File: config.mk
export PLATFORM = sky130hd
export DESIGN_NAME = sub_octave_bass_booster
export DESIGN_NICKNAME = d
export VERILOG_FILES = /design/src/design/sobb_pkg.sv /design/src/design/sobb_ctrl.sv /design/src/design/sobb_datapath.sv /design/src/design/sub_octave_bass_booster.sv
export VERILOG_INCLUDE_DIRS = /design/src /design/src/design
export SDC_FILE = /design/constraint.sdc
export NUM_CORES = 2
export LEC_CHECK = 0
export BUFFER_PORTS_ARGS = -buffer_cell sky130_fd_sc_hd__buf_2
export CAP_MARGIN = 20
export CORE_UTILIZATION = 60
export DETAILED_ROUTE_END_ITERATION = 8
export PLACE_DENSITY = 0.76
export SLEW_MARGIN = 20
export SYNTH_ARGS = -nofsm -noshare
export SYNTH_HDL_FRONTEND = slang
export SYNTH_HIERARCHICAL = 1
export SYNTH_SLANG_ARGS = --single-unit
File: constraint.sdc
create_clock -name clk -period 37.5 [get_ports clk]
set_clock_uncertainty 0.2 [all_clocks]
set_input_delay 3.75 -clock clk [delete_from_list [all_inputs] [get_ports clk]]
set_output_delay 3.75 -clock clk [all_outputs]
set_load 0.05 [all_outputs]
File: src/design/sub_octave_bass_booster_macros.svh
// Assertion macros used by the sub-octave bass booster controller.
`ifndef SUB_OCTAVE_BASS_BOOSTER_MACROS_SVH
`define SUB_OCTAVE_BASS_BOOSTER_MACROS_SVH

// Consequent must hold in the same cycle as the antecedent.
`define SOBB_ASSERT_SAME(label, clk, rst, ante, cons) \
  label: assert property (@(posedge clk) disable iff (rst) (ante) |-> (cons)) \
    else $error("sobb: same-cycle check failed");

// Consequent must hold in the cycle after the antecedent.
`define SOBB_ASSERT_NEXT(label, clk, rst, ante, cons) \
  label: assert property (@(posedge clk) disable iff (rst) (ante) |=> (cons)) \
    else $error("sobb: next-cycle check failed");

`endif

File: src/design/sobb_pkg.sv
package sobb_pkg;

  localparam int SAMPLE_WIDTH_DEF = 24;

  // Filter state is signed Q8.24.
  localparam int STATE_W    = 32;
  localparam int STATE_FRAC = STATE_W - 8;
  localparam int WIDE_W     = STATE_W + 1;
  localparam int OPND_W     = STATE_W + 1;
  localparam int PROD_W     = 2 * OPND_W;
  localparam int COEF_SHIFT = 16;

  localparam int GAIN_W = 17;
  localparam int COEF_W = 16;
  localparam int DC_W   = 16;
  localparam int TRIM_W = 18;

  localparam int CFG_IDX_W  = 3;
  localparam int CFG_DATA_W = 18;

  localparam logic [CFG_IDX_W-1:0] REG_ROOT_GAIN = 3'd0;
  localparam logic [CFG_IDX_W-1:0] REG_SUB_GAIN  = 3'd1;
  localparam logic [CFG_IDX_W-1:0] REG_EQ_COEF   = 3'd2;
  localparam logic [CFG_IDX_W-1:0] REG_DC_STEP   = 3'd3;
  localparam logic [CFG_IDX_W-1:0] REG_BASS_TRIM = 3'd4;
  localparam logic [CFG_IDX_W-1:0] REG_WET_GAIN  = 3'd5;
  localparam logic [CFG_IDX_W-1:0] REG_DRY_GAIN  = 3'd6;

  localparam logic [GAIN_W-1:0] ROOT_GAIN_RST = 17'd65536;
  localparam logic [GAIN_W-1:0] SUB_GAIN_RST  = 17'd0;
  localparam logic [COEF_W-1:0] EQ_COEF_RST   = 16'd655;
  localparam logic [DC_W-1:0]   DC_STEP_RST   = 16'd524;
  localparam logic [TRIM_W-1:0] BASS_TRIM_RST = 18'd131072;
  localparam logic [GAIN_W-1:0] WET_GAIN_RST  = 17'd65536;
  localparam logic [GAIN_W-1:0] DRY_GAIN_RST  = 17'd0;

  // Operand selection for the shared multiplier.
  typedef enum logic [3:0] {
    MUL_NONE, MUL_ENV, MUL_SUB, MUL_ROOT, MUL_INT, MUL_SQ, MUL_CUBE,
    MUL_LIM, MUL_TRIM, MUL_DRY, MUL_LP1, MUL_LP2, MUL_WET
  } mul_op_t;

  // What is done with the latest registered product.
  typedef enum logic [3:0] {
    WB_NONE, WB_ENV, WB_SUB, WB_ROOT, WB_INT, WB_SQ, WB_CUBE, WB_LIM,
    WB_DC, WB_TRIM, WB_DRY, WB_LP1, WB_LP2, WB_WET
  } wb_op_t;

  typedef struct packed {
    logic    load;
    mul_op_t mul;
    wb_op_t  wb;
  } sobb_cmd_t;

  function automatic logic signed [WIDE_W:0] ext_state(input logic signed [STATE_W-1:0] v);
    return {{2{v[STATE_W-1]}}, v};
  endfunction

  function automatic logic signed [WIDE_W:0] ext_wide(input logic signed [WIDE_W-1:0] v);
    return {v[WIDE_W-1], v};
  endfunction

  // Saturate a shifted product to the wide (33 bit) range.
  function automatic logic signed [WIDE_W-1:0] sat_w(input logic signed [PROD_W-1:0] v);
    logic fits;
    fits = (&v[PROD_W-1:WIDE_W-1]) || !(|v[PROD_W-1:WIDE_W-1]);
    return fits ? v[WIDE_W-1:0] : {v[PROD_W-1], {(WIDE_W-1){~v[PROD_W-1]}}};
  endfunction

  // Saturate a shifted product to the state range.
  function automatic logic signed [STATE_W-1:0] sat_s(input logic signed [PROD_W-1:0] v);
    logic fits;
    fits = (&v[PROD_W-1:STATE_W-1]) || !(|v[PROD_W-1:STATE_W-1]);
    return fits ? v[STATE_W-1:0] : {v[PROD_W-1], {(STATE_W-1){~v[PROD_W-1]}}};
  endfunction

  // Saturate an accumulator sum to the state range.
  function automatic logic signed [STATE_W-1:0] sat_acc(input logic signed [WIDE_W:0] v);
    logic fits;
    fits = (&v[WIDE_W:STATE_W-1]) || !(|v[WIDE_W:STATE_W-1]);
    return fits ? v[STATE_W-1:0] : {v[WIDE_W], {(STATE_W-1){~v[WIDE_W]}}};
  endfunction

endpackage

File: src/design/sobb_ctrl.sv
`include "sub_octave_bass_booster_macros.svh"

module sobb_ctrl import sobb_pkg::*; (
  input  logic      clk,
  input  logic      rst,
  input  logic      in_valid,
  output logic      in_ready,
  output logic      out_valid,
  input  logic      out_ready,
  output sobb_cmd_t cmd
);

  localparam int STEP_W = 5;

  localparam logic [STEP_W-1:0] ST_IDLE   = 5'd0;
  localparam logic [STEP_W-1:0] ST_ENV_M  = 5'd1;
  localparam logic [STEP_W-1:0] ST_ENV_W  = 5'd2;
  localparam logic [STEP_W-1:0] ST_SUB_M  = 5'd3;
  localparam logic [STEP_W-1:0] ST_ROOT_M = 5'd4;
  localparam logic [STEP_W-1:0] ST_ROOT_W = 5'd5;
  localparam logic [STEP_W-1:0] ST_INT_M  = 5'd6;
  localparam logic [STEP_W-1:0] ST_INT_W  = 5'd7;
  localparam logic [STEP_W-1:0] ST_SQ_M   = 5'd8;
  localparam logic [STEP_W-1:0] ST_SQ_W   = 5'd9;
  localparam logic [STEP_W-1:0] ST_CUBE_M = 5'd10;
  localparam logic [STEP_W-1:0] ST_CUBE_W = 5'd11;
  localparam logic [STEP_W-1:0] ST_LIM_M  = 5'd12;
  localparam logic [STEP_W-1:0] ST_LIM_W  = 5'd13;
  localparam logic [STEP_W-1:0] ST_DC     = 5'd14;
  localparam logic [STEP_W-1:0] ST_TRIM_M = 5'd15;
  localparam logic [STEP_W-1:0] ST_DRY_M  = 5'd16;
  localparam logic [STEP_W-1:0] ST_LP1_M  = 5'd17;
  localparam logic [STEP_W-1:0] ST_LP1_W  = 5'd18;
  localparam logic [STEP_W-1:0] ST_LP2_M  = 5'd19;
  localparam logic [STEP_W-1:0] ST_LP2_W  = 5'd20;
  localparam logic [STEP_W-1:0] ST_WET_M  = 5'd21;
  localparam logic [STEP_W-1:0] ST_WET_W  = 5'd22;

  logic [STEP_W-1:0] step, step_next;
  logic              slot_free;

  // No request is taken while reset is held.
  assign in_ready  = (step == ST_IDLE) && !rst;
  assign slot_free = !out_valid || out_ready;

  // Each step may write back the previous product and start the next one
  // in the same cycle when the two do not depend on each other.
  always_comb begin
    cmd       = '{load: 1'b0, mul: MUL_NONE, wb: WB_NONE};
    step_next = step;
    unique case (step)
      ST_IDLE: begin
        if (in_valid) begin
          cmd.load  = 1'b1;
          step_next = ST_ENV_M;
        end
      end
      ST_ENV_M:  begin cmd.mul = MUL_ENV;  step_next = ST_ENV_W;  end
      ST_ENV_W:  begin cmd.wb  = WB_ENV;   step_next = ST_SUB_M;  end
      ST_SUB_M:  begin cmd.mul = MUL_SUB;  step_next = ST_ROOT_M; end
      ST_ROOT_M: begin
        cmd.wb    = WB_SUB;
        cmd.mul   = MUL_ROOT;
        step_next = ST_ROOT_W;
      end
      ST_ROOT_W: begin cmd.wb  = WB_ROOT;  step_next = ST_INT_M;  end
      ST_INT_M:  begin cmd.mul = MUL_INT;  step_next = ST_INT_W;  end
      ST_INT_W:  begin cmd.wb  = WB_INT;   step_next = ST_SQ_M;   end
      ST_SQ_M:   begin cmd.mul = MUL_SQ;   step_next = ST_SQ_W;   end
      ST_SQ_W:   begin cmd.wb  = WB_SQ;    step_next = ST_CUBE_M; end
      ST_CUBE_M: begin cmd.mul = MUL_CUBE; step_next = ST_CUBE_W; end
      ST_CUBE_W: begin cmd.wb  = WB_CUBE;  step_next = ST_LIM_M;  end
      ST_LIM_M:  begin cmd.mul = MUL_LIM;  step_next = ST_LIM_W;  end
      ST_LIM_W:  begin cmd.wb  = WB_LIM;   step_next = ST_DC;     end
      ST_DC:     begin cmd.wb  = WB_DC;    step_next = ST_TRIM_M; end
      ST_TRIM_M: begin cmd.mul = MUL_TRIM; step_next = ST_DRY_M;  end
      ST_DRY_M:  begin
        cmd.wb    = WB_TRIM;
        cmd.mul   = MUL_DRY;
        step_next = ST_LP1_M;
      end
      ST_LP1_M:  begin
        cmd.wb    = WB_DRY;
        cmd.mul   = MUL_LP1;
        step_next = ST_LP1_W;
      end
      ST_LP1_W:  begin cmd.wb  = WB_LP1;   step_next = ST_LP2_M;  end
      ST_LP2_M:  begin cmd.mul = MUL_LP2;  step_next = ST_LP2_W;  end
      ST_LP2_W:  begin cmd.wb  = WB_LP2;   step_next = ST_WET_M;  end
      ST_WET_M:  begin cmd.mul = MUL_WET;  step_next = ST_WET_W;  end
      ST_WET_W: begin
        // The final mix waits here until the output register is free.
        if (slot_free) begin
          cmd.wb    = WB_WET;
          step_next = ST_IDLE;
        end
      end
      default: step_next = ST_IDLE;
    endcase
  end

  always_ff @(posedge clk) begin
    if (rst) begin
      step      <= ST_IDLE;
      out_valid <= 1'b0;
    end else begin
      step <= step_next;
      if (step == ST_WET_W && slot_free) begin
        out_valid <= 1'b1;
      end else if (out_ready) begin
        out_valid <= 1'b0;
      end
    end
  end

  `SOBB_ASSERT_NEXT(a_accept_starts, clk, rst, in_valid && in_ready, step == ST_ENV_M)
  `SOBB_ASSERT_SAME(a_out_from_mix, clk, rst, $rose(out_valid), $past(step) == ST_WET_W)
  `SOBB_ASSERT_NEXT(a_busy_advances, clk, rst, step != ST_IDLE && step != ST_WET_W, step != $past(step))

endmodule

File: src/design/sobb_datapath.sv
module sobb_datapath import sobb_pkg::*; #(
  parameter int SAMPLE_WIDTH = SAMPLE_WIDTH_DEF
) (
  input  logic                           clk,
  input  logic                           rst,
  input  logic                           cfg_valid,
  input  logic [CFG_IDX_W-1:0]           cfg_index,
  input  logic [CFG_DATA_W-1:0]          cfg_data,
  input  logic signed [SAMPLE_WIDTH-1:0] sample_in,
  input  logic                           last_in,
  input  sobb_cmd_t                      cmd,
  output logic signed [SAMPLE_WIDTH-1:0] sample_out,
  output logic                           last_out
);

  localparam int XW = SAMPLE_WIDTH + STATE_FRAC;
  localparam int OW = WIDE_W + SAMPLE_WIDTH;

  logic [GAIN_W-1:0] root_gain, sub_gain, wet_gain, dry_gain;
  logic [COEF_W-1:0] eq_coef;
  logic [DC_W-1:0]   dc_step;
  logic [TRIM_W-1:0] bass_trim;

  logic was_negative, sub_phase, last_hold;
  logic signed [STATE_W-1:0] xs, envelope_lowpass, integrator, lowpass_one, lowpass_two;
  logic signed [STATE_W-1:0] r_acc, cube;
  logic signed [WIDE_W:0]    r_sub;
  logic signed [WIDE_W-1:0]  mix_dry;
  logic signed [PROD_W-1:0]  prod;

  logic signed [OPND_W-1:0] opa, opb;
  logic signed [XW-1:0]     x_ext, x_scaled;
  logic                     x_pos, integ_pos;
  logic signed [PROD_W-1:0] sh16, sh24;
  logic signed [WIDE_W-1:0] p_wide;
  logic signed [STATE_W-1:0] p_state, p_cube;
  logic signed [WIDE_W:0]   dc_ext, env_abs;
  logic signed [WIDE_W:0]   mix_sum;
  logic signed [WIDE_W-1:0] mix_sat;
  logic signed [OW-1:0]     mix_ext, mix_scaled;
  logic                     mix_fits;
  logic signed [SAMPLE_WIDTH-1:0] mix_out;

  always_ff @(posedge clk) begin
    if (rst) begin
      root_gain <= ROOT_GAIN_RST;
      sub_gain  <= SUB_GAIN_RST;
      eq_coef   <= EQ_COEF_RST;
      dc_step   <= DC_STEP_RST;
      bass_trim <= BASS_TRIM_RST;
      wet_gain  <= WET_GAIN_RST;
      dry_gain  <= DRY_GAIN_RST;
    end else if (cfg_valid) begin
      unique case (cfg_index)
        REG_ROOT_GAIN: root_gain <= cfg_data[GAIN_W-1:0];
        REG_SUB_GAIN:  sub_gain  <= cfg_data[GAIN_W-1:0];
        REG_EQ_COEF:   eq_coef   <= cfg_data[COEF_W-1:0];
        REG_DC_STEP:   dc_step   <= cfg_data[DC_W-1:0];
        REG_BASS_TRIM: bass_trim <= cfg_data[TRIM_W-1:0];
        REG_WET_GAIN:  wet_gain  <= cfg_data[GAIN_W-1:0];
        REG_DRY_GAIN:  dry_gain  <= cfg_data[GAIN_W-1:0];
        default: ;
      endcase
    end
  end

  // Input to Q8.24: widen, then shift so that narrowing rounds down.
  assign x_ext    = {{STATE_FRAC{sample_in[SAMPLE_WIDTH-1]}}, sample_in};
  assign x_scaled = (x_ext <<< STATE_FRAC) >>> (SAMPLE_WIDTH - 1);
  assign x_pos    = !sample_in[SAMPLE_WIDTH-1] && (sample_in != '0);

  always_ff @(posedge clk) begin
    if (rst) begin
      was_negative <= 1'b0;
      sub_phase    <= 1'b0;
    end else if (cmd.load) begin
      if (x_pos) begin
        if (was_negative) begin
          sub_phase <= ~sub_phase;
        end
        was_negative <= 1'b0;
      end else begin
        was_negative <= 1'b1;
      end
    end
  end

  always_ff @(posedge clk) begin
    if (cmd.load) begin
      xs        <= x_scaled[STATE_W-1:0];
      last_hold <= last_in;
    end
  end

  assign env_abs = envelope_lowpass[STATE_W-1] ? -ext_state(envelope_lowpass)
                                               : ext_state(envelope_lowpass);

  always_comb begin
    opa = '0;
    opb = '0;
    case (cmd.mul)
      MUL_ENV: begin
        opa = {xs[STATE_W-1], xs} - {envelope_lowpass[STATE_W-1], envelope_lowpass};
        opb = {{(OPND_W-COEF_W){1'b0}}, eq_coef};
      end
      MUL_SUB: begin
        opa = env_abs[WIDE_W-1:0];
        opb = {{(OPND_W-GAIN_W){1'b0}}, sub_gain};
      end
      MUL_ROOT: begin
        opa = {xs[STATE_W-1], xs};
        opb = {{(OPND_W-GAIN_W){1'b0}}, root_gain};
      end
      MUL_INT: begin
        opa = {r_acc[STATE_W-1], r_acc};
        opb = {{(OPND_W-COEF_W){1'b0}}, eq_coef};
      end
      MUL_SQ: begin
        opa = {integrator[STATE_W-1], integrator};
        opb = {integrator[STATE_W-1], integrator};
      end
      MUL_CUBE: begin
        opa = {cube[STATE_W-1], cube};
        opb = {integrator[STATE_W-1], integrator};
      end
      MUL_LIM: begin
        opa = {cube[STATE_W-1], cube};
        opb = {{(OPND_W-COEF_W){1'b0}}, eq_coef};
      end
      MUL_TRIM: begin
        opa = {integrator[STATE_W-1], integrator};
        opb = {{(OPND_W-TRIM_W){1'b0}}, bass_trim};
      end
      MUL_DRY: begin
        opa = {xs[STATE_W-1], xs};
        opb = {{(OPND_W-GAIN_W){1'b0}}, dry_gain};
      end
      MUL_LP1: begin
        opa = {r_acc[STATE_W-1], r_acc} - {lowpass_one[STATE_W-1], lowpass_one};
        opb = {{(OPND_W-COEF_W){1'b0}}, eq_coef};
      end
      MUL_LP2: begin
        opa = {lowpass_one[STATE_W-1], lowpass_one} - {lowpass_two[STATE_W-1], lowpass_two};
        opb = {{(OPND_W-COEF_W){1'b0}}, eq_coef};
      end
      MUL_WET: begin
        opa = {lowpass_two[STATE_W-1], lowpass_two};
        opb = {{(OPND_W-GAIN_W){1'b0}}, wet_gain};
      end
      default: ;
    endcase
  end

  always_ff @(posedge clk) begin
    if (cmd.mul != MUL_NONE) begin
      prod <= PROD_W'(opa) * PROD_W'(opb);
    end
  end

  // Arithmetic right shifts round the exact product toward minus infinity.
  assign sh16    = prod >>> COEF_SHIFT;
  assign sh24    = prod >>> STATE_FRAC;
  assign p_wide  = sat_w(sh16);
  assign p_state = sat_s(sh16);
  assign p_cube  = sat_s(sh24);

  assign dc_ext    = {{(WIDE_W+1-DC_W){1'b0}}, dc_step};
  assign integ_pos = !integrator[STATE_W-1] && (integrator != '0);

  // Final mix, then back to the sample format with floor and saturation.
  assign mix_sum    = ext_wide(mix_dry) + ext_wide(p_wide);
  assign mix_sat    = (mix_sum[WIDE_W] == mix_sum[WIDE_W-1]) ? mix_sum[WIDE_W-1:0]
                      : {mix_sum[WIDE_W], {(WIDE_W-1){~mix_sum[WIDE_W]}}};
  assign mix_ext    = {{SAMPLE_WIDTH{mix_sat[WIDE_W-1]}}, mix_sat};
  assign mix_scaled = (mix_ext <<< (SAMPLE_WIDTH - 1)) >>> STATE_FRAC;
  assign mix_fits   = (&mix_scaled[OW-1:SAMPLE_WIDTH-1]) || !(|mix_scaled[OW-1:SAMPLE_WIDTH-1]);
  assign mix_out    = mix_fits ? mix_scaled[SAMPLE_WIDTH-1:0]
                      : {mix_scaled[OW-1], {(SAMPLE_WIDTH-1){~mix_scaled[OW-1]}}};

  always_ff @(posedge clk) begin
    if (rst) begin
      envelope_lowpass <= '0;
      integrator       <= '0;
      lowpass_one      <= '0;
      lowpass_two      <= '0;
    end else begin
      case (cmd.wb)
        WB_ENV:  envelope_lowpass <= sat_acc(ext_state(envelope_lowpass) + ext_wide(p_wide));
        WB_INT:  integrator <= sat_acc(ext_state(integrator) + ext_wide(p_wide));
        WB_LIM:  integrator <= sat_acc(ext_state(integrator) - ext_wide(p_wide));
        WB_DC: begin
          // A zero integrator is pulled up, not down.
          if (integ_pos) begin
            integrator <= sat_acc(ext_state(integrator) - dc_ext);
          end else begin
            integrator <= sat_acc(ext_state(integrator) + dc_ext);
          end
        end
        WB_LP1:  lowpass_one <= sat_acc(ext_state(lowpass_one) + ext_wide(p_wide));
        WB_LP2:  lowpass_two <= sat_acc(ext_state(lowpass_two) + ext_wide(p_wide));
        default: ;
      endcase
    end
  end

  always_ff @(posedge clk) begin
    case (cmd.wb)
      WB_SUB:  r_sub   <= sub_phase ? ext_wide(p_wide) : -ext_wide(p_wide);
      WB_ROOT: r_acc   <= sat_acc(r_sub + ext_wide(p_wide));
      WB_SQ:   cube    <= p_cube;
      WB_CUBE: cube    <= p_cube;
      WB_TRIM: r_acc   <= p_state;
      WB_DRY:  mix_dry <= p_wide;
      WB_WET: begin
        sample_out <= mix_out;
        last_out   <= last_hold;
      end
      default: ;
    endcase
  end

endmodule

File: src/design/sub_octave_bass_booster.sv
// Sub-octave bass booster: one signed sample in, one processed sample out over
// valid/ready channels, with seven gain and coefficient registers written over a
// separate channel that is ready whenever reset is low. Each sample is taken in the
// idle state and then runs through 22 steps of a controller that drives a single
// shared 33 by 33 bit multiplier with a registered product, twelve products in
// all, each written back with floor rounding and saturation in the cycle after it
// is formed, save the final mix, which waits for a free output register. A new
// sample is taken only once the previous one has finished its steps; the result
// then waits in the output register to be taken while the next sample starts.
module sub_octave_bass_booster import sobb_pkg::*; #(
  parameter int SAMPLE_WIDTH = SAMPLE_WIDTH_DEF
) (
  input  logic                           clk,
  input  logic                           rst,
  input  logic                           cfg_valid,
  output logic                           cfg_ready,
  input  logic [CFG_IDX_W-1:0]           cfg_index,
  input  logic [CFG_DATA_W-1:0]          cfg_data,
  input  logic                           in_valid,
  output logic                           in_ready,
  input  logic signed [SAMPLE_WIDTH-1:0] sample_in,
  input  logic                           last_in,
  output logic                           out_valid,
  input  logic                           out_ready,
  output logic signed [SAMPLE_WIDTH-1:0] sample_out,
  output logic                           last_out
);

  sobb_cmd_t cmd;

  assign cfg_ready = !rst;

  sobb_ctrl u_ctrl (
    .clk       (clk),
    .rst       (rst),
    .in_valid  (in_valid),
    .in_ready  (in_ready),
    .out_valid (out_valid),
    .out_ready (out_ready),
    .cmd       (cmd)
  );

  sobb_datapath #(
    .SAMPLE_WIDTH (SAMPLE_WIDTH)
  ) u_datapath (
    .clk        (clk),
    .rst        (rst),
    .cfg_valid  (cfg_valid),
    .cfg_index  (cfg_index),
    .cfg_data   (cfg_data),
    .sample_in  (sample_in),
    .last_in    (last_in),
    .cmd        (cmd),
    .sample_out (sample_out),
    .last_out   (last_out)
  );

endmodule
==> metrics.md <==
| Metric | Value |
|---|---|
| First-pass GRT wire length | about 430000 µm |
| H-tree lvl count | 2 |
| Largest net degree at the start of global routing | 107 |
| Critical Path Start Type | register |
| Net switching power | 1.26 mW |
| Max Slew Vio Count | 0 |
| Reg-to-reg critical path endpoint | u_datapath/prod[62]$_DFFE_PP_ |
| Final Non-Filler Cells | 10920 |
| Final Hold Fails | 0 |
| Layout area overhead | 5.87% |
| Worst R2R Setup Slack | between 20 and 25 ns |
| GRT Overall Usage | 0.437 |
| Pre-Repair DR Iteration Count | 9 |
| TNS Setup | 0 ns |
| Vias per cell | 6.43 |
| Syn_area_per_cell | 8.47 µm² |
| CP dominant cell by count | fa_1 |
| Placed Cells | 10808 |
| Setup-failing EPs final | 0 |
| Number of cell rows | roughly 130 |
| #FFs+latches synth | roughly 490 |
| Flop pwr share | 0.253 |
| Clock share of power | 0.224 |
| Slowest stage delay, CP | 0.95 ns |
| Cell Int Power | around 1.4 mW |
| Worst-path clk slew | 0.06 ns |
| Wire length per cell | 26.4 µm |
| Die W | 364 µm |
| Final period util | 0.368 |
| Die area | 0.132 mm² |
| Number of synthesized flops with an enable pin | 231 |
| Post-Syn Area | a little under 0.08 mm² |
| Post-detail-place hpwl | 223000 µm |
| Top-count cell post-synth | inv_1 |
| CORE AREA | about 0.13 mm² |
| Synth top area cells | fa_1 30%, ha_1 9.1%, edfxtp_1 8.8% |
| Tightest Pin Transition | between 1 and 1.5 ns |
| RSZ-0062 raised after global routing | no |
| Via count | 70182 |
| Fraction of layout cells with a size suffix above 1 | 0.0552 |
| CTS Buf Count | 56 |
| Outcome | completed |
| Yosys warns | 6 |
| I/O pin cnt | 79 |
| Worst Path Required | 37.71 ns |
| Pwr per Cell Area | 32.1 mW/mm² |
| Syn Nets | between 10000 and 15000 |
| Initial Util | 0.605 |
| Hold Path Sink | u_datapath/last_out$_DFFE_PN_ |
| Post_cts resized | 0 |
| DRT Wirelength | about 290000 µm |
| Post-Synthesis Cells | ~9300 |
| Max-cap viol count | 0 |
| Grt total ovfl | 0 |
| CP max FO | 31 |
| Worst Hold Class | register to register |
| DRC viols | 0 |
| Gp weighted congestion | 1.08 |
| Hold depth | 0 |
| Number of cells on the worst reg-to-reg path | 40 |
| Combinational power share | 0.523 |
| Net Sw Frac | 0.474 |
| Seq/Total Area, Yosys | 0.153 |
| CTS root buf | clkbuf_16 |
| Worst-skew pair later-pin latency | a little under 0.7 ns |
| CTS Buffer Depth | 3 |
| Final min period | between 10 and 15 ns |
| Postcts setup bufs | 0 |
| Slew headroom | 0.217 |
| Yosys top cell area share | 0.295 |
| Number of global-route vias before repair | slightly above 70000 |
| Top cell type by total area after synthesis | fa_1 |
| CTS Hold Bufs | 0 |
| Initial antenna violation count | 13 |
| Buffers added on ports | 78 |
| FILL cells | 11071 |
| Top post-synthesis cells by count | 1420 x inv_1, 1157 x fa_1, 1157 x nand2_1, 736 x nor2_1, 679 x a21oi_1 |
| P_leak | 37.9 nW |
| Layout net count | 10905 |
| Slowest cell on crit path | nor4bb_4 |
| Peak supply drop | ~37 µV |
| Routed Antenna Nets | 0 |
| Setup CP Type | register to register |
| Clock sink total | 485 |
| Worst Hold Launch | u_datapath/last_hold$_DFFE_PP_ |
| DR iter-0 viols | 7871 |
| Netlist cell types | between 100 and 150 |
| Fmax achieved | about 72 MHz |
| Async SR Flop Fraction | 0 |
| R2R Path Start | u_ctrl/step[0]$_SDFFE_PP0P_ |
| Tot Pwr | about 2.7 mW |
| TritonCTS clock tree | yes |
| CP endpoint kind | register |
| Most used DFF post-synth | dfxtp_1 |
| Chip height | 364 µm |
| Critical path arrival | 14.01 ns |
[layer usage]
| layer | up-vias | track usage | wire, µm |
|---|---|---|---|
| met3 | 1059 | 0.108 | 36900 |
| li1 | 30231 | - | - |
| met5 | - | 0 | 111 |
| met2 | 4599 | 0.659 | 123000 |
| met4 | 16 | 0.285 | 22400 |
| met1 | 34277 | 0.560 | 106000 |
[critical path: cells and delay by family, from the launching register on]
kind,cells,cell delay (ns)
buffers and inverters,9,2.34
xor gates and xnor gates,1,0.14
and+or+nand+nor,5,1.68
AOI/OAI and AO/OA,16,2.87
adders and majority gates,9,5.48
DFF,1,0.67
[stage by stage]
stage | instance area [µm²] | worst slack (ns) | util | hold WS (ns)
floorplan | 78400 | 25.75 | - | 0.200
global placement | 81000 | 24.05 | 0.625 | 0.204
detailed placement | 81000 | 23.99 | 0.625 | 0.205
CTS | 83000 | 23.92 | 0.640 | 0.217
global route | 83000 | 23.07 | 0.640 | 0.218
finish | 83000 | 23.70 | 0.640 | 0.217
[layout by cell type (no fill, tap or decap), types with 55 or more instances in the layout]
cell / n
inv_1: 1420
fa_1: 1157
nand2_1: 1155
nor2_1: 727
a21oi_1: 667
ha_1: 573
xnor2_1: 276
dfxtp_1: 254
o21ai_0: 244
a21o_1: 233
edfxtp_1: 231
buf_4: 191
nand2b_1: 128
nand3_1: 120
xor2_1: 113
nor3_1: 109
a31oi_1: 105
nor2b_1: 104
and2_1: 86
buf_2: 77
o21ai_1: 74
a221oi_1: 71
a22oi_1: 66
o21bai_1: 65
clkbuf_16: 57
o21a_1: 55
[flip-flops by register name (all words and copies together) (netlist names), 18 cells and up]
signal	flops
u_datapath/sample_out	24
u_datapath/envelope_lowpass	32
u_datapath/bass_trim	18
u_datapath/r_acc	32
u_datapath/lowpass_two	32
u_datapath/xs	24
u_datapath/mix_dry	33
u_datapath/r_sub	34
u_datapath/integrator	32
u_datapath/lowpass_one	32
u_datapath/prod	50
u_datapath/cube	32
[how the worst max path moves through the flow]
| stage | from | end | slack [ns] | cells after the start |
|---|---|---|---|---|
| floorplan | u_datapath/envelope_lowpass[1]$_SDFFE_PP0N_ | u_datapath/prod[62]$_DFFE_PP_ | 25.75 | 42 |
| global placement | u_ctrl/step[1]$_SDFFE_PP0P_ | u_datapath/prod[62]$_DFFE_PP_ | 24.05 | 39 |
| detailed placement | u_ctrl/step[1]$_SDFFE_PP0P_ | u_datapath/prod[62]$_DFFE_PP_ | 23.99 | 39 |
| CTS | u_ctrl/step[1]$_SDFFE_PP0P_ | u_datapath/prod[62]$_DFFE_PP_ | 23.92 | 39 |
| global route | u_ctrl/step[0]$_SDFFE_PP0P_ | u_datapath/prod[62]$_DFFE_PP_ | 23.07 | 40 |
| finish | u_ctrl/step[0]$_SDFFE_PP0P_ | u_datapath/prod[62]$_DFFE_PP_ | 23.70 | 40 |
[power groups by stage]
stage / sequential [mW] / combinational (mW) / clock, mW
2_1_floorplan: 0.647 / 0.897 / 0
3_3_place_gp: 0.679 / 1.32 / 0
3_5_place_dp: 0.679 / 1.34 / 0
4_1_cts: 0.668 / 1.35 / 0.600
5_1_grt: 0.672 / 1.49 / 0.619
6_report: 0.675 / 1.39 / 0.595
[final cells by class]
class | count | area [µm²] | share of cell area
repair buffers | 269 | 1830 | 0.0220
clock inverters | 37 | 449 | 0.00541
clock buffers | 66 | 1500 | 0.0181
flip-flops and latches | 485 | 12000 | 0.145
well taps | 1742 | 2180 | 0.0262
diodes | 9 | 22.5 | 0.000271
inverters | 1424 | 5350 | 0.0644
multi-input cells | 6888 | 59700 | 0.719
[logic make-up (layout without fill, tap and decap cells)]
logic type,after synthesis,in the layout,synth area share
compound gates,2004,2004,0.165
xor+xnor,389,389,0.0434
fa+ha+maj,1730,1730,0.387
buf+inv,1886,1796,0.0912
flops,485,485,0.153
mux,23,23,0.00305
other cells,0,9,0
simple gates,2742,2742,0.157
Note: power is estimated with default switching activity, not from simulation.
